**src/rtl/core/multicycle_cpu_control_fsm_assert.svh**
```systemverilog
// ---------------------------------------------------------------------------
// multicycle_cpu_control_fsm_assert.svh
// assertion macros used by the control unit top level
// ---------------------------------------------------------------------------
`ifndef MULTICYCLE_CPU_CONTROL_FSM_ASSERT_SVH
`define MULTICYCLE_CPU_CONTROL_FSM_ASSERT_SVH

// same-cycle implication, disabled while in reset
`define MCF_ASSERT_NOW(lbl, clk, rst_n, ante, cons, msg) \
    lbl: assert property (@(posedge clk) disable iff (!rst_n) (ante) |-> (cons)) \
        else $error(msg);

// next-cycle implication, disabled while in reset
`define MCF_ASSERT_NEXT(lbl, clk, rst_n, ante, cons, msg) \
    lbl: assert property (@(posedge clk) disable iff (!rst_n) (ante) |=> (cons)) \
        else $error(msg);

`endif

```
**src/rtl/core/mcfsm_pkg.sv**
```systemverilog
// ---------------------------------------------------------------------------
// mcfsm_pkg
// types, codes and decode helpers of the multi-cycle cpu control unit
// ---------------------------------------------------------------------------
`default_nettype none

package mcfsm_pkg;

    localparam int OPCODE_W = 6;
    localparam int FUNCT_W  = 6;
    localparam int ALU_OP_W = 4;
    localparam int S_TDATA_W = 16;
    localparam int M_TDATA_W = 24;

    typedef enum logic [2:0] {
        PH_FETCH  = 3'd0,
        PH_DECODE = 3'd1,
        PH_EXEC   = 3'd2,
        PH_MEM    = 3'd3,
        PH_WB     = 3'd4
    } phase_t;

    // opcodes
    localparam logic [5:0] OPC_RTYPE = 6'h00;
    localparam logic [5:0] OPC_J     = 6'h02;
    localparam logic [5:0] OPC_JAL   = 6'h03;
    localparam logic [5:0] OPC_BEQ   = 6'h04;
    localparam logic [5:0] OPC_BNE   = 6'h05;
    localparam logic [5:0] OPC_ADDIU = 6'h09;
    localparam logic [5:0] OPC_SLTI  = 6'h0A;
    localparam logic [5:0] OPC_SLTIU = 6'h0B;
    localparam logic [5:0] OPC_ANDI  = 6'h0C;
    localparam logic [5:0] OPC_ORI   = 6'h0D;
    localparam logic [5:0] OPC_XORI  = 6'h0E;
    localparam logic [5:0] OPC_LUI   = 6'h0F;
    localparam logic [5:0] OPC_LW    = 6'h23;
    localparam logic [5:0] OPC_SW    = 6'h2B;

    // function codes
    localparam logic [5:0] FN_SLL  = 6'h00;
    localparam logic [5:0] FN_SRL  = 6'h02;
    localparam logic [5:0] FN_SRA  = 6'h03;
    localparam logic [5:0] FN_JR   = 6'h08;
    localparam logic [5:0] FN_ADDU = 6'h21;
    localparam logic [5:0] FN_SUBU = 6'h23;
    localparam logic [5:0] FN_AND  = 6'h24;
    localparam logic [5:0] FN_OR   = 6'h25;
    localparam logic [5:0] FN_XOR  = 6'h26;
    localparam logic [5:0] FN_NOR  = 6'h27;
    localparam logic [5:0] FN_SLT  = 6'h2A;
    localparam logic [5:0] FN_SLTU = 6'h2B;

    // alu operations
    localparam logic [3:0] AOP_ADDU = 4'd0;
    localparam logic [3:0] AOP_SUBU = 4'd1;
    localparam logic [3:0] AOP_AND  = 4'd2;
    localparam logic [3:0] AOP_OR   = 4'd3;
    localparam logic [3:0] AOP_XOR  = 4'd4;
    localparam logic [3:0] AOP_NOR  = 4'd5;
    localparam logic [3:0] AOP_SLT  = 4'd6;
    localparam logic [3:0] AOP_SLTU = 4'd7;
    localparam logic [3:0] AOP_SLL  = 4'd8;
    localparam logic [3:0] AOP_SRL  = 4'd9;
    localparam logic [3:0] AOP_SRA  = 4'd10;
    localparam logic [3:0] AOP_EQ   = 4'd11;
    localparam logic [3:0] AOP_NEQ  = 4'd12;
    localparam logic [3:0] AOP_LUI  = 4'd13;

    // field encodings
    localparam logic [1:0] MEM_NONE  = 2'd0;
    localparam logic [1:0] MEM_READ  = 2'd1;
    localparam logic [1:0] MEM_WRITE = 2'd2;
    localparam logic [1:0] PCW_NONE  = 2'd0;
    localparam logic [1:0] PCW_COND  = 2'd1;
    localparam logic [1:0] PCW_ALWAYS = 2'd2;
    localparam logic [1:0] PCS_ALU     = 2'd0;
    localparam logic [1:0] PCS_ALU_REG = 2'd1;
    localparam logic [1:0] PCS_JUMP    = 2'd2;
    localparam logic [1:0] PCS_REG     = 2'd3;
    localparam logic [2:0] OPND_PC_FOUR   = 3'd1;
    localparam logic [2:0] OPND_PC_BRANCH = 3'd3;
    localparam logic [2:0] OPND_RS_RT     = 3'd4;
    localparam logic [2:0] OPND_RS_IMM    = 3'd6;

    // last member sits in the lowest bits
    typedef struct packed {
        logic       sign_extend;
        logic       save_pc;
        logic       ir_write;
        logic [1:0] pc_source;
        logic       i_or_d;
        logic [1:0] pc_write_mode;
        logic [3:0] alu_op;
        logic       reg_write;
        logic [2:0] alu_operands;
        logic       mem_to_reg;
        logic [1:0] mem_access;
        logic       reg_dst;
    } ctl_word_t;

    localparam int CTL_W = $bits(ctl_word_t);

    typedef struct packed {
        logic [FUNCT_W-1:0]  funct;
        logic [OPCODE_W-1:0] opcode;
    } instr_t;

    function automatic logic [3:0] funct_alu(input logic [5:0] fn, input logic [3:0] keep);
        logic [3:0] r;
        unique case (fn)
            FN_ADDU: r = AOP_ADDU;
            FN_SUBU: r = AOP_SUBU;
            FN_AND:  r = AOP_AND;
            FN_OR:   r = AOP_OR;
            FN_XOR:  r = AOP_XOR;
            FN_NOR:  r = AOP_NOR;
            FN_SLT:  r = AOP_SLT;
            FN_SLTU: r = AOP_SLTU;
            FN_SLL:  r = AOP_SLL;
            FN_SRL:  r = AOP_SRL;
            FN_SRA:  r = AOP_SRA;
            default: r = keep;
        endcase
        return r;
    endfunction

    function automatic logic [3:0] opcode_alu(input logic [5:0] op, input logic [3:0] keep);
        logic [3:0] r;
        unique case (op)
            OPC_BEQ:   r = AOP_EQ;
            OPC_BNE:   r = AOP_NEQ;
            OPC_LUI:   r = AOP_LUI;
            OPC_LW:    r = AOP_ADDU;
            OPC_SW:    r = AOP_ADDU;
            OPC_SLTI:  r = AOP_SLT;
            OPC_SLTIU: r = AOP_SLTU;
            OPC_ORI:   r = AOP_OR;
            OPC_XORI:  r = AOP_XOR;
            OPC_ANDI:  r = AOP_AND;
            OPC_ADDIU: r = AOP_ADDU;
            default:   r = keep;
        endcase
        return r;
    endfunction

endpackage

`default_nettype wire

```
**src/rtl/core/mcfsm_decode.sv**
```systemverilog
// ---------------------------------------------------------------------------
// mcfsm_decode
// next control word and next phase from the current phase and instruction
// ---------------------------------------------------------------------------
`default_nettype none

module mcfsm_decode (
    input  wire  mcfsm_pkg::phase_t    phase,
    input  wire  mcfsm_pkg::instr_t    instr,
    input  wire  mcfsm_pkg::ctl_word_t held,
    output mcfsm_pkg::ctl_word_t       word,
    output mcfsm_pkg::phase_t          phase_next
);

    logic [5:0] op;
    logic [5:0] fn;
    logic       is_branch;
    logic       is_jr;
    logic       is_jump;
    logic       is_mem;

    assign op        = instr.opcode;
    assign fn        = instr.funct;
    assign is_branch = (op == mcfsm_pkg::OPC_BEQ) || (op == mcfsm_pkg::OPC_BNE);
    assign is_jr     = (op == mcfsm_pkg::OPC_RTYPE) && (fn == mcfsm_pkg::FN_JR);
    assign is_jump   = (op == mcfsm_pkg::OPC_J) || (op == mcfsm_pkg::OPC_JAL);
    assign is_mem    = (op == mcfsm_pkg::OPC_LW) || (op == mcfsm_pkg::OPC_SW);

    always_comb
    begin
        word       = held;
        phase_next = mcfsm_pkg::PH_FETCH;
        unique case (phase)
            mcfsm_pkg::PH_FETCH:
            begin
                word.reg_dst       = 1'b0;
                word.mem_access    = mcfsm_pkg::MEM_READ;
                word.mem_to_reg    = 1'b0;
                word.alu_operands  = mcfsm_pkg::OPND_PC_FOUR;
                word.reg_write     = 1'b0;
                word.alu_op        = mcfsm_pkg::AOP_ADDU;
                word.pc_write_mode = mcfsm_pkg::PCW_ALWAYS;
                word.i_or_d        = 1'b0;
                word.pc_source     = mcfsm_pkg::PCS_ALU;
                word.ir_write      = 1'b1;
                word.save_pc       = 1'b0;
                word.sign_extend   = 1'b0;
                phase_next         = mcfsm_pkg::PH_DECODE;
            end
            mcfsm_pkg::PH_DECODE:
            begin
                word.mem_access    = mcfsm_pkg::MEM_NONE;
                word.alu_operands  = mcfsm_pkg::OPND_PC_BRANCH;
                word.reg_write     = 1'b0;
                word.alu_op        = mcfsm_pkg::AOP_ADDU;
                word.pc_write_mode = mcfsm_pkg::PCW_NONE;
                word.ir_write      = 1'b0;
                word.save_pc       = 1'b0;
                word.sign_extend   = is_branch;
                phase_next         = mcfsm_pkg::PH_EXEC;
            end
            mcfsm_pkg::PH_EXEC:
            begin
                word.mem_access   = mcfsm_pkg::MEM_NONE;
                word.alu_operands = ((op == mcfsm_pkg::OPC_RTYPE) || is_branch)
                                    ? mcfsm_pkg::OPND_RS_RT : mcfsm_pkg::OPND_RS_IMM;
                word.reg_write    = (op == mcfsm_pkg::OPC_JAL);
                priority if (is_branch)
                begin
                    word.pc_write_mode = mcfsm_pkg::PCW_COND;
                    word.pc_source     = mcfsm_pkg::PCS_ALU_REG;
                end
                else if (is_jump)
                begin
                    word.pc_write_mode = mcfsm_pkg::PCW_ALWAYS;
                    word.pc_source     = mcfsm_pkg::PCS_JUMP;
                end
                else if (is_jr)
                begin
                    word.pc_write_mode = mcfsm_pkg::PCW_ALWAYS;
                    word.pc_source     = mcfsm_pkg::PCS_REG;
                end
                else
                begin
                    // pc source left as it was
                    word.pc_write_mode = mcfsm_pkg::PCW_NONE;
                end
                word.ir_write    = 1'b0;
                word.save_pc     = (op == mcfsm_pkg::OPC_JAL);
                word.sign_extend = (op == mcfsm_pkg::OPC_ADDIU) || (op == mcfsm_pkg::OPC_SLTI)
                                   || (op == mcfsm_pkg::OPC_SLTIU) || is_mem;
                word.alu_op      = (op == mcfsm_pkg::OPC_RTYPE)
                                   ? mcfsm_pkg::funct_alu(fn, held.alu_op)
                                   : mcfsm_pkg::opcode_alu(op, held.alu_op);
                priority if (is_mem)
                    phase_next = mcfsm_pkg::PH_MEM;
                else if (is_branch || (op == mcfsm_pkg::OPC_J) || is_jr)
                    phase_next = mcfsm_pkg::PH_FETCH;
                else
                    phase_next = mcfsm_pkg::PH_WB;
            end
            mcfsm_pkg::PH_MEM:
            begin
                word.mem_access    = (op == mcfsm_pkg::OPC_LW) ? mcfsm_pkg::MEM_READ
                                   : ((op == mcfsm_pkg::OPC_SW) ? mcfsm_pkg::MEM_WRITE
                                                                : mcfsm_pkg::MEM_NONE);
                word.reg_write     = 1'b0;
                word.pc_write_mode = mcfsm_pkg::PCW_NONE;
                word.i_or_d        = 1'b1;
                word.ir_write      = 1'b0;
                word.save_pc       = 1'b0;
                word.sign_extend   = 1'b0;
                // anything but a load or store waits here
                priority if (op == mcfsm_pkg::OPC_SW)
                    phase_next = mcfsm_pkg::PH_FETCH;
                else if (op == mcfsm_pkg::OPC_LW)
                    phase_next = mcfsm_pkg::PH_WB;
                else
                    phase_next = mcfsm_pkg::PH_MEM;
            end
            mcfsm_pkg::PH_WB:
            begin
                word.reg_dst       = (op == mcfsm_pkg::OPC_RTYPE);
                word.mem_access    = mcfsm_pkg::MEM_NONE;
                word.mem_to_reg    = (op == mcfsm_pkg::OPC_LW);
                word.reg_write     = 1'b1;
                word.pc_write_mode = mcfsm_pkg::PCW_NONE;
                word.ir_write      = 1'b0;
                word.save_pc       = 1'b0;
                word.sign_extend   = 1'b0;
                phase_next         = mcfsm_pkg::PH_FETCH;
            end
            default:
            begin
                // unreachable phase codes: hold the word, restart at fetch
                phase_next = mcfsm_pkg::PH_FETCH;
            end
        endcase
    end

endmodule

`default_nettype wire

```
**src/rtl/core/multicycle_cpu_control_fsm.sv**
```systemverilog
// ---------------------------------------------------------------------------
// multicycle_cpu_control_fsm
// control unit of a multi-cycle mips-subset processor
// ---------------------------------------------------------------------------
// usage:
//   the slave stream carries one request per processor cycle: the opcode and
//   funct of the current instruction. the master stream returns one control
//   word per request, for the phase the unit is in (fetch, decode, execute,
//   memory, writeback); the unit then moves to the next phase.
//   path: a request accepted into the input register passes the decode
//   logic, and its word is registered in the output register (m_tvalid).
//   throughput: one request per cycle while m_tready is high, set by the
//   combinational decode between the input and output registers.
//   reset: phase returns to fetch, the held control word clears to zero and
//   both stages empty.
//   stall: when m_tready is low the word waits in the output register; one
//   more request is taken into the input register, then s_tready drops
//   until the output register drains.
// ---------------------------------------------------------------------------
`default_nettype none

module multicycle_cpu_control_fsm (
    input  wire                              clk,
    input  wire                              rst_n,
    input  wire                              s_tvalid,
    output logic                             s_tready,
    // [5:0] opcode, [11:6] funct, [15:12] zero
    input  wire  [mcfsm_pkg::S_TDATA_W-1:0]  s_tdata,
    output logic                             m_tvalid,
    input  wire                              m_tready,
    // [0] reg_dst, [2:1] mem_access, [3] mem_to_reg, [6:4] alu_operands,
    // [7] reg_write, [11:8] alu_op, [13:12] pc_write_mode, [14] i_or_d,
    // [16:15] pc_source, [17] ir_write, [18] save_pc, [19] sign_extend,
    // [23:20] zero
    output logic [mcfsm_pkg::M_TDATA_W-1:0]  m_tdata
);

    `include "multicycle_cpu_control_fsm_assert.svh"

    logic                 in_valid_reg;
    logic                 in_valid_next;
    mcfsm_pkg::instr_t    in_instr_reg;
    logic                 out_valid_reg;
    logic                 out_valid_next;
    mcfsm_pkg::ctl_word_t out_word_reg;
    mcfsm_pkg::ctl_word_t held_reg;
    mcfsm_pkg::phase_t    phase_reg;
    mcfsm_pkg::ctl_word_t dec_word;
    mcfsm_pkg::phase_t    dec_phase;
    logic                 s_fire;
    logic                 advance;

    assign advance  = in_valid_reg && (!out_valid_reg || m_tready);
    assign s_tready = !in_valid_reg || advance;
    assign s_fire   = s_tvalid && s_tready;

    assign in_valid_next  = s_fire || (in_valid_reg && !advance);
    assign out_valid_next = advance || (out_valid_reg && !m_tready);

    mcfsm_decode u_decode (
        .phase      (phase_reg),
        .instr      (in_instr_reg),
        .held       (held_reg),
        .word       (dec_word),
        .phase_next (dec_phase)
    );

    always_ff @(posedge clk or negedge rst_n)
    begin
        if (!rst_n)
        begin
            in_valid_reg  <= 1'b0;
            out_valid_reg <= 1'b0;
            phase_reg     <= mcfsm_pkg::PH_FETCH;
            held_reg      <= '0;
        end
        else
        begin
            in_valid_reg  <= in_valid_next;
            out_valid_reg <= out_valid_next;
            if (advance)
            begin
                phase_reg <= dec_phase;
                held_reg  <= dec_word;
            end
        end
    end

    always_ff @(posedge clk)
    begin
        if (s_fire)
            in_instr_reg <= mcfsm_pkg::instr_t'(s_tdata[mcfsm_pkg::OPCODE_W +
                                                mcfsm_pkg::FUNCT_W - 1:0]);
        if (advance)
            out_word_reg <= dec_word;
    end

    assign m_tvalid = out_valid_reg;
    assign m_tdata  = {{(mcfsm_pkg::M_TDATA_W - mcfsm_pkg::CTL_W){1'b0}}, out_word_reg};

    // word handed on matches the state the unit keeps
    `MCF_ASSERT_NEXT(a_word_held, clk, rst_n, advance,
        m_tvalid && (out_word_reg == held_reg), "output word differs from held word")

    // a fetch word always moves the unit to decode
    `MCF_ASSERT_NEXT(a_fetch_to_decode, clk, rst_n,
        advance && (phase_reg == mcfsm_pkg::PH_FETCH),
        (phase_reg == mcfsm_pkg::PH_DECODE) && held_reg.ir_write,
        "fetch did not lead to decode")

    // a blocked request keeps its slot and its instruction
    `MCF_ASSERT_NEXT(a_input_held, clk, rst_n, in_valid_reg && !advance,
        in_valid_reg && $stable(in_instr_reg) && $stable(phase_reg),
        "blocked request lost")

endmodule

`default_nettype wire

```
**config.mk**
```make
export PLATFORM = sky130hd
export DESIGN_NAME = multicycle_cpu_control_fsm
export DESIGN_NICKNAME = d
export VERILOG_FILES = /design/src/rtl/core/mcfsm_pkg.sv /design/src/rtl/core/mcfsm_decode.sv /design/src/rtl/core/multicycle_cpu_control_fsm.sv
export VERILOG_INCLUDE_DIRS = /design/src /design/src/rtl/core
export SDC_FILE = /design/constraint.sdc
export NUM_CORES = 1
export LEC_CHECK = 0
export ABC_CLOCK_PERIOD_IN_PS = 5800
export BUFFER_PORTS_ARGS = -buffer_cell sky130_fd_sc_hd__clkbuf_2
export CAP_MARGIN = 40
export CORE_UTILIZATION = 60
export CTS_CLUSTER_SIZE = 20
export DETAILED_ROUTE_END_ITERATION = 10
export GPL_TIMING_DRIVEN = 0
export PLACE_DENSITY = 0.86
export SETUP_SLACK_MARGIN = 0.4
export SLEW_MARGIN = 20
export SYNTH_ARGS = -nofsm -noshare
export SYNTH_HDL_FRONTEND = slang
export SYNTH_HIERARCHICAL = 1
export SYNTH_SLANG_ARGS = --single-unit
```
**constraint.sdc**
```tcl
create_clock -name clk -period 5.8 [get_ports clk]
set_input_delay 0 -clock clk [delete_from_list [all_inputs] [get_ports clk]]
set_output_delay 0 -clock clk [all_outputs]
set_load 0.01 [all_outputs]
```
==> results.sh, run 1 <==
export IMPL_max_freq_mhz=453
export IMPL_cts_buffer_depth=2
export IMPL_fin_tns_setup_ps=0
export IMPL_area_growth_pct=21.4
export IMPL_total_power_uw=1340
export IMPL_critPathCaptureType="flip-flop"
export IMPL_arrival_ps=2430
export IMPL_setup_violations=0
export IMPL_portBuffers=37
export IMPL_grt_pass1_wl_um=9860
export IMPL_first_global_vias=2103
export IMPL_ir_worst_vdd_mv=0.211
export IMPL_yosysWarnings=6
export IMPL_path_cells="buf_2 > nor4_4 > nand2_2 > o31ai_1 > nor2b_1 > a211oi_1 > mux2_4"
export IMPL_drt_iter0_drc=176
export IMPL_hold_path_class="primary input to asynchronous set/reset pin"
export IMPL_final_nets=334
export IMPL_fillers=303
export IMPL_first_pass_iters=6
export IMPL_cts_root_buffer="clkbuf_8"
export IMPL_slew_headroom_pct=58.1
export IMPL_synth_seq_cells=57
export IMPL_yosysTopAreaCell="edfxtp_1"
export IMPL_clkLatencyLatePin_ps=340
export IMPL_grt_usage_pct=26.2
export IMPL_final_hold_viol_count=0
export IMPL_drtAntennaViolNets=0
export IMPL_synth_top_flop_cell="edfxtp_1"
export IMPL_multi_input_area_um2=1210
export IMPL_synth_area_leaders="edfxtp_1 33%, dfrtp_1 22%, mux2_4 9.8%, a21oi_1 3.1%, nand2_1 3.0%"
export IMPL_cts_made_buffers=9
export IMPL_diodes=0
export IMPL_rsz0062_at_grt="no"
export IMPL_syn_inst=246
export IMPL_die_area_um2=5130
export IMPL_gp_congestion=0.895
export IMPL_finalCritPeriodShare_pct=38.0
export IMPL_yosysUniqueCellTypes=54
export IMPL_min_period_ps=2210
export IMPL_regArea_um2=1590
export IMPL_vias_per_cell=5.77
export IMPL_cts_tree="done"
export IMPL_yosys_area_top_type_share_pct=33.1
export IMPL_drive_gt1_share_pct=30.4
export IMPL_tightest_slew_ps=628
export IMPL_path_clk_slew_ps=60
export IMPL_cts_num_sinks=57
export IMPL_p_leak_uw=0.00152
export IMPL_p_per_area_nw_per_um2=380
export IMPL_initial_utilization_pct=64.5
export IMPL_h_tree_depth=3
export IMPL_pre_cts_ws_ps=3610
export IMPL_crit_path_max_incr_delay_ps=470
export IMPL_crit_path_top_delay_cell="nor4_4"
export IMPL_rows=24
export IMPL_grt_max_degree=26
export IMPL_ios=46
export IMPL_cp_max_fo=10
export IMPL_seq_area_frac_synth_pct=54.6
export IMPL_syn_area_um2=2910
export IMPL_die_w_um=71.6
export IMPL_chipHeight_um=71.6
export IMPL_critPathRequiredTime_ps=6020
export IMPL_drc=0
export IMPL_synth_edf_count=32
export IMPL_hold_buffers=16
export IMPL_skew_ps=8.54
export IMPL_core_um2=4500
export IMPL_worstSetupPathType="flip-flop to flip-flop"
export IMPL_post_cts_resized=0
export IMPL_drv_cap=0
export IMPL_synthArstFlopShare_pct=43.9
export IMPL_drt_wl_total_um=5850
export IMPL_outcome="finished, final reports clean"
export IMPL_avgSynthCellArea_um2=11.8
export IMPL_fin_ws_ps=3590
export IMPL_drv_slew=0
export IMPL_wl_per_cell_um=15.8
export IMPL_antenna_found_initial=0
export IMPL_vias=2140
export IMPL_cp_start_kind="flip-flop"
export IMPL_cts_setup_buffers=0
export IMPL_grt_overflow=0
export IMPL_dp_hpwl_um=3860
-- layout by cell type (no fill, tap or decap), drive strengths merged, types with 3 or more instances in the layout --
cell	instances
a211oi	4
a21oi	18
and2	3
buf	15
clkbuf	51
clkinv	3
conb	4
dfrtp	25
dlygate4sd3	16
edfxtp	32
inv	4
mux2	23
nand2	25
nand2b	10
nand3	9
nand3b	3
nor2	17
nor2b	3
o21ai	9
o22ai	3
o31ai	4
-- logic make-up after synthesis --
kind of cell / share of synthesized area [%]
AO/OA/AOI/OAI: 11.6
XOR/XNOR: 1.21
multiplexers: 11.7
buffers and inverters: 4.26
flip-flops: 54.6
other: 0.129
AND/OR/NAND/NOR: 16.5
-- cell usage after synthesis (all sizes together) (2+ instances only) --
master,count
nand3b,3
nor2,17
or3b,2
xnor2,2
o21ai,9
nor3b,2
nor2b,3
nand2,25
xor2,2
inv,4
a21oi,18
nor3,2
and2,3
or2,2
dfrtp,25
and3,2
clkbuf,4
mux2,23
edfxtp,32
o41ai,2
o31ai,4
nand2b,10
o22ai,3
o211ai,2
buf,14
nand3,9
a211oi,4
or3,2
-- routing by layer --
layer,wire length (um),vias up,part of all wire [%],global-route usage (%)
li1,-,1026,-,-
met1,2510,1017,43,33.3
met2,2870,88,49,41.4
met3,369,9,6.3,7.74
met4,100,0,1.7,12.4
met5,0,-,0,0
-- critical path, delay by kind of cell (launching register included) --
kind                   cells  cell delay (ps)
buffers and inverters      1              190
flip-flops                 1              350
AND/OR/NAND/NOR            3              850
AO/OA/AOI/OAI              2              420
multiplexers               1              280
-- path summary, 6_finish.rpt --
check	startpoint	end	slack, ps	cells past startpoint
min reg2reg	held_reg[4]$_DFFE_PN0P_	held_reg[4]$_DFFE_PN0P_	510	1
min	rst_n	held_reg[3]$_DFFE_PN0P_	210	2
max in group asynchronous	rst_n	held_reg[12]$_DFFE_PN0P_	5170	2
min in group clk	s_tdata[11]	in_instr_reg[11]$_DFFE_PP_	370	2
max reg2reg	in_instr_reg[5]$_DFFE_PP_	held_reg[8]$_DFFE_PN0P_	3590	7
max	in_instr_reg[5]$_DFFE_PP_	held_reg[8]$_DFFE_PN0P_	3590	7
-- cell type report --
cell class	count	share of cell area [%]
timing repair buffer	54	10.2
tap	52	1.84
clock buffer	10	3.62
buffer	18	3.08
multi-input combinational	170	34.2
sequential	57	44.9
clock inverter	6	1.67
inverter	4	0.425
-- where the power goes --
part           internal (uW)  total [uW]  switching (uW)
combinational            190         418             228
clock                    195         354             159
sequential               522         567            45.4
total                    907        1340             432
-- through the flow --
| step | instance area, um2 | std cells | hold WS [ps] | utilization [%] |
|---|---|---|---|---|
| floorplan | 2920 | 249 | -296 | - |
| global placement | 3170 | 338 | 40.7 | 70.3 |
| detailed placement | 3170 | 338 | 57.1 | 70.3 |
| CTS | 3510 | 370 | 227 | 78.0 |
| global route | 3530 | 371 | 259 | 78.4 |
| finish | 3530 | 371 | 205 | 78.4 |
Note: power is estimated with default switching activity, not from simulation.
==> run 2: changes to the inputs <==
--- a/config.mk
+++ b/config.mk
@@ -6,14 +6,15 @@
 export SDC_FILE = /design/constraint.sdc
 export NUM_CORES = 1
 export LEC_CHECK = 0
-export ABC_CLOCK_PERIOD_IN_PS = 5800
+export ABC_AREA = 1
+export ABC_CLOCK_PERIOD_IN_PS = 2220
 export BUFFER_PORTS_ARGS = -buffer_cell sky130_fd_sc_hd__clkbuf_2
 export CAP_MARGIN = 40
-export CORE_UTILIZATION = 60
+export CORE_UTILIZATION = 56
 export CTS_CLUSTER_SIZE = 20
 export DETAILED_ROUTE_END_ITERATION = 10
 export GPL_TIMING_DRIVEN = 0
-export PLACE_DENSITY = 0.86
+export PLACE_DENSITY = 0.81
 export SETUP_SLACK_MARGIN = 0.4
 export SLEW_MARGIN = 20
 export SYNTH_ARGS = -nofsm -noshare
==> constraint.sdc (replaced) <==
create_clock -name clk -period 2.22 [get_ports clk]
set_input_delay 0 -clock clk [delete_from_list [all_inputs] [get_ports clk]]
set_output_delay 0 -clock clk [all_outputs]
set_load 0.01 [all_outputs]
==> run 2 against run 1 <==
- area after synthesis grew 1.1%
- non-clock buffer count shrank 6
- via count grew 16%
- first-iteration DRC count grew 20%
- die area grew 8.1%
- clock skew shrank 0.94 ps
- sequential power grew to 2.6 times the previous value
- wire length grew 7.1%
- register-to-register slack lost 3100 ps
- largest cell class unchanged
- power grew to 2.5 times the previous value
==> results.sh, run 2 <==
export IMPL_outcome="finished, final reports clean"
export IMPL_hold_path_class="primary input to flip-flop"
export IMPL_total_power_uw=3370
export IMPL_multi_input_area_um2=1140
export IMPL_yosysTopAreaCell="edfxtp_1"
export IMPL_max_freq_mhz=583
export IMPL_drive_gt1_share_pct=25.9
export IMPL_regArea_um2=1590
export IMPL_seq_area_frac_synth_pct=54.0
export IMPL_grt_overflow=0
export IMPL_r2r_slack_ps=510
export IMPL_skew_ps=7.60
export IMPL_worstSetupPathType="flip-flop to flip-flop"
export IMPL_cts_buffer_depth=2
export IMPL_yosysMostFrequentCell="nand2_1"
export IMPL_syn_area_um2=2940
export IMPL_yosys_area_top_type_share_pct=32.7
export IMPL_grt_max_degree=26
export IMPL_portBuffers=37
export IMPL_drt_iter0_drc=212
export IMPL_vias_per_cell=5.25
export IMPL_synth_edf_count=32
export IMPL_ios=46
export IMPL_rr_endpoint="held_reg[16]$_DFFE_PN0P_"
export IMPL_finalCritPeriodShare_pct=77.2
export IMPL_avgSynthCellArea_um2=8.82
export IMPL_tightest_slew_ps=637
export IMPL_yosys_top_cells_count="103 x nand2_1, 53 x nand3_1, 32 x edfxtp_1"
export IMPL_fillers=356
export IMPL_critPathCaptureType="flip-flop"
export IMPL_critPathRequiredTime_ps=2500
export IMPL_pwr_share_clk_pct=31.1
export IMPL_area_growth_pct=22.9
export IMPL_wl_per_cell_um=13.3
export IMPL_reg2reg_from="in_instr_reg[2]$_DFFE_PP_"
export IMPL_synth_top_flop_cell="edfxtp_1"
export IMPL_synth_area_leaders="edfxtp_1 33%, dfrtp_1 21%, nand2_1 13%, nand3_1 9.0%, nor2_1 3.4%"
export IMPL_drt_wl_total_um=6270
export IMPL_final_nets=420
export IMPL_ir_worst_vdd_mv=0.662
export IMPL_min_period_ps=1710
export IMPL_drv_slew=0
export IMPL_core_um2=4880
export IMPL_first_global_vias=2266
export IMPL_diodes=0
export IMPL_synth_seq_cells=57
export IMPL_fin_tns_setup_ps=0
export IMPL_arrival_ps=2000
export IMPL_first_pass_iters=4
export IMPL_cts_tree="done"
export IMPL_synthArstFlopShare_pct=43.9
export IMPL_h_tree_depth=3
export IMPL_drc=0
export IMPL_combPwrFrac_pct=24.5
export IMPL_swShare_pct=33.2
export IMPL_initial_utilization_pct=60.2
export IMPL_cp_max_fo=7
export IMPL_reg2reg_depth=9
export IMPL_cts_root_buffer="clkbuf_8"
export IMPL_cts_made_buffers=9
export IMPL_clkLatencyLatePin_ps=350
export IMPL_chipHeight_um=74.4
export IMPL_grt_pass1_wl_um=10400
export IMPL_die_area_um2=5540
export IMPL_grt_usage_pct=25.9
export IMPL_drtAntennaViolNets=0
export IMPL_power_frac_seq_pct=44.4
export IMPL_drv_cap=0
export IMPL_power_switching_uw=1120
export IMPL_p_per_area_nw_per_um2=934
export IMPL_rows=25
export IMPL_min_to="held_reg[0]$_DFFE_PN0P_"
export IMPL_syn_inst=333
export IMPL_final_hold_viol_count=0
export IMPL_dp_hpwl_um=4190
export IMPL_vias=2478
export IMPL_fin_util_pct=74.0
export IMPL_cts_num_sinks=57
export IMPL_hold_depth=5
export IMPL_setup_violations=0
export IMPL_gp_congestion=0.870
export IMPL_antenna_found_initial=0
export IMPL_cp_start_kind="flip-flop"
export IMPL_final_cell_mix="103 x nand2_1, 53 x nand3_1, 37 x clkbuf_2"
export IMPL_yosysWarnings=6
export IMPL_yosysUniqueCellTypes=34
export IMPL_slew_headroom_pct=57.6
export IMPL_die_w_um=74.4
export IMPL_rsz0062_at_grt="yes"
export IMPL_final_common_cell="nand2_1"
export IMPL_hold_path_startpoint="m_tready"
export IMPL_power_internal_uw=2250
export IMPL_path_clk_slew_ps=70
export IMPL_p_leak_uw=0.00177
==> run 2: changes by cell type in the layout (fill, tap and decap cells not counted), moves of 5 or more <==
cell,before,now
a21oi_1,18,1
buf_2,6,1
clkbuf_1,5,0
inv_1,4,19
inv_2,0,8
mux2_4,19,0
nand2_1,23,103
nand2_2,1,11
nand2b_1,9,0
nand3_1,9,53
nor2_1,17,26
nor2_2,0,7
==> run 2: worst max path at each step <==
stage | start | end | depth (start not counted)
6_report | in_instr_reg[2]$_DFFE_PP_ | held_reg[16]$_DFFE_PN0P_ | 9
3_5_place_dp | m_tvalid$_DFF_PN0_ | m_tdata[0]$_DFFE_PP_ | 4
5_1_grt | in_instr_reg[3]$_DFFE_PP_ | held_reg[10]$_DFFE_PN0P_ | 11
2_1_floorplan | m_tvalid$_DFF_PN0_ | m_tdata[0]$_DFFE_PP_ | 4
4_1_cts | m_tvalid$_DFF_PN0_ | m_tdata[2]$_DFFE_PP_ | 4
3_3_place_gp | m_tvalid$_DFF_PN0_ | m_tdata[3]$_DFFE_PP_ | 4
==> run 2: logic make-up after synthesis <==
kind of cell           share of synthesized area, %
and+or+nand+nor                                33.9
other                                         0.128
DFF                                            54.0
AOI/OAI and AO/OA                              4.09
buffers and inverters                          7.84
==> run 2: power groups by stage <==
stage          clock [uW]  sequential (uW)  combinational (uW)
2_1_floorplan           0             1510                 535
4_1_cts              1070             1490                 807
3_5_place_dp            0             1510                 781
3_3_place_gp            0             1500                 756
6_report             1050             1500                 826
5_1_grt              1100             1510                 926
==> run 2: area by class of cell <==
class	instances	share of cell area, %
clock buffers	11	4.51
clock inverters	5	1.66
flip-flops and latches	57	44.0
plain buffers	13	3.19
inverters	30	3.29
multi-input cells	236	31.6
well taps	67	2.32
repair buffers	53	9.50
==> run 2: through the flow <==
| step | instances | setup slack [ps] | hold slack, ps | cell area, um2 |
|---|---|---|---|---|
| 6_report | 472 | 506 | 71.9 | 3610 |
| 4_1_cts | 471 | 432 | 53.1 | 3590 |
| 3_3_place_gp | 440 | 485 | 48.1 | 3220 |
| 3_5_place_dp | 440 | 454 | 57.8 | 3220 |
| 2_1_floorplan | 336 | 650 | -296 | 2950 |
| 5_1_grt | 472 | 357 | 95.8 | 3610 |
==> run 2: timing repair <==
item	in CTS	in global routing
hold endpoints to repair	38	0
resized for setup	0	3
setup buffers	0	1
setup endpoints to repair	0	28
hold buffers	15	0
==> run 2: worst max-delay path, stage by stage (launching register included) <==
cell      delay [ps]
edfxtp_1         490
nor2_4           180
nand2_2          110
nor2_8           160
nand4_1          200
nand2_1          110
nand2_1          100
nand2_1          130
nand3_1          100
nand2_1           70
==> run 2: routing by layer <==
layer / track usage (%) / share of wire (%)
met5: 0 / 0
met4: 13.0 / 2.1
met3: 5.15 / 6.1
met2: 42.1 / 49
met1: 33.1 / 43
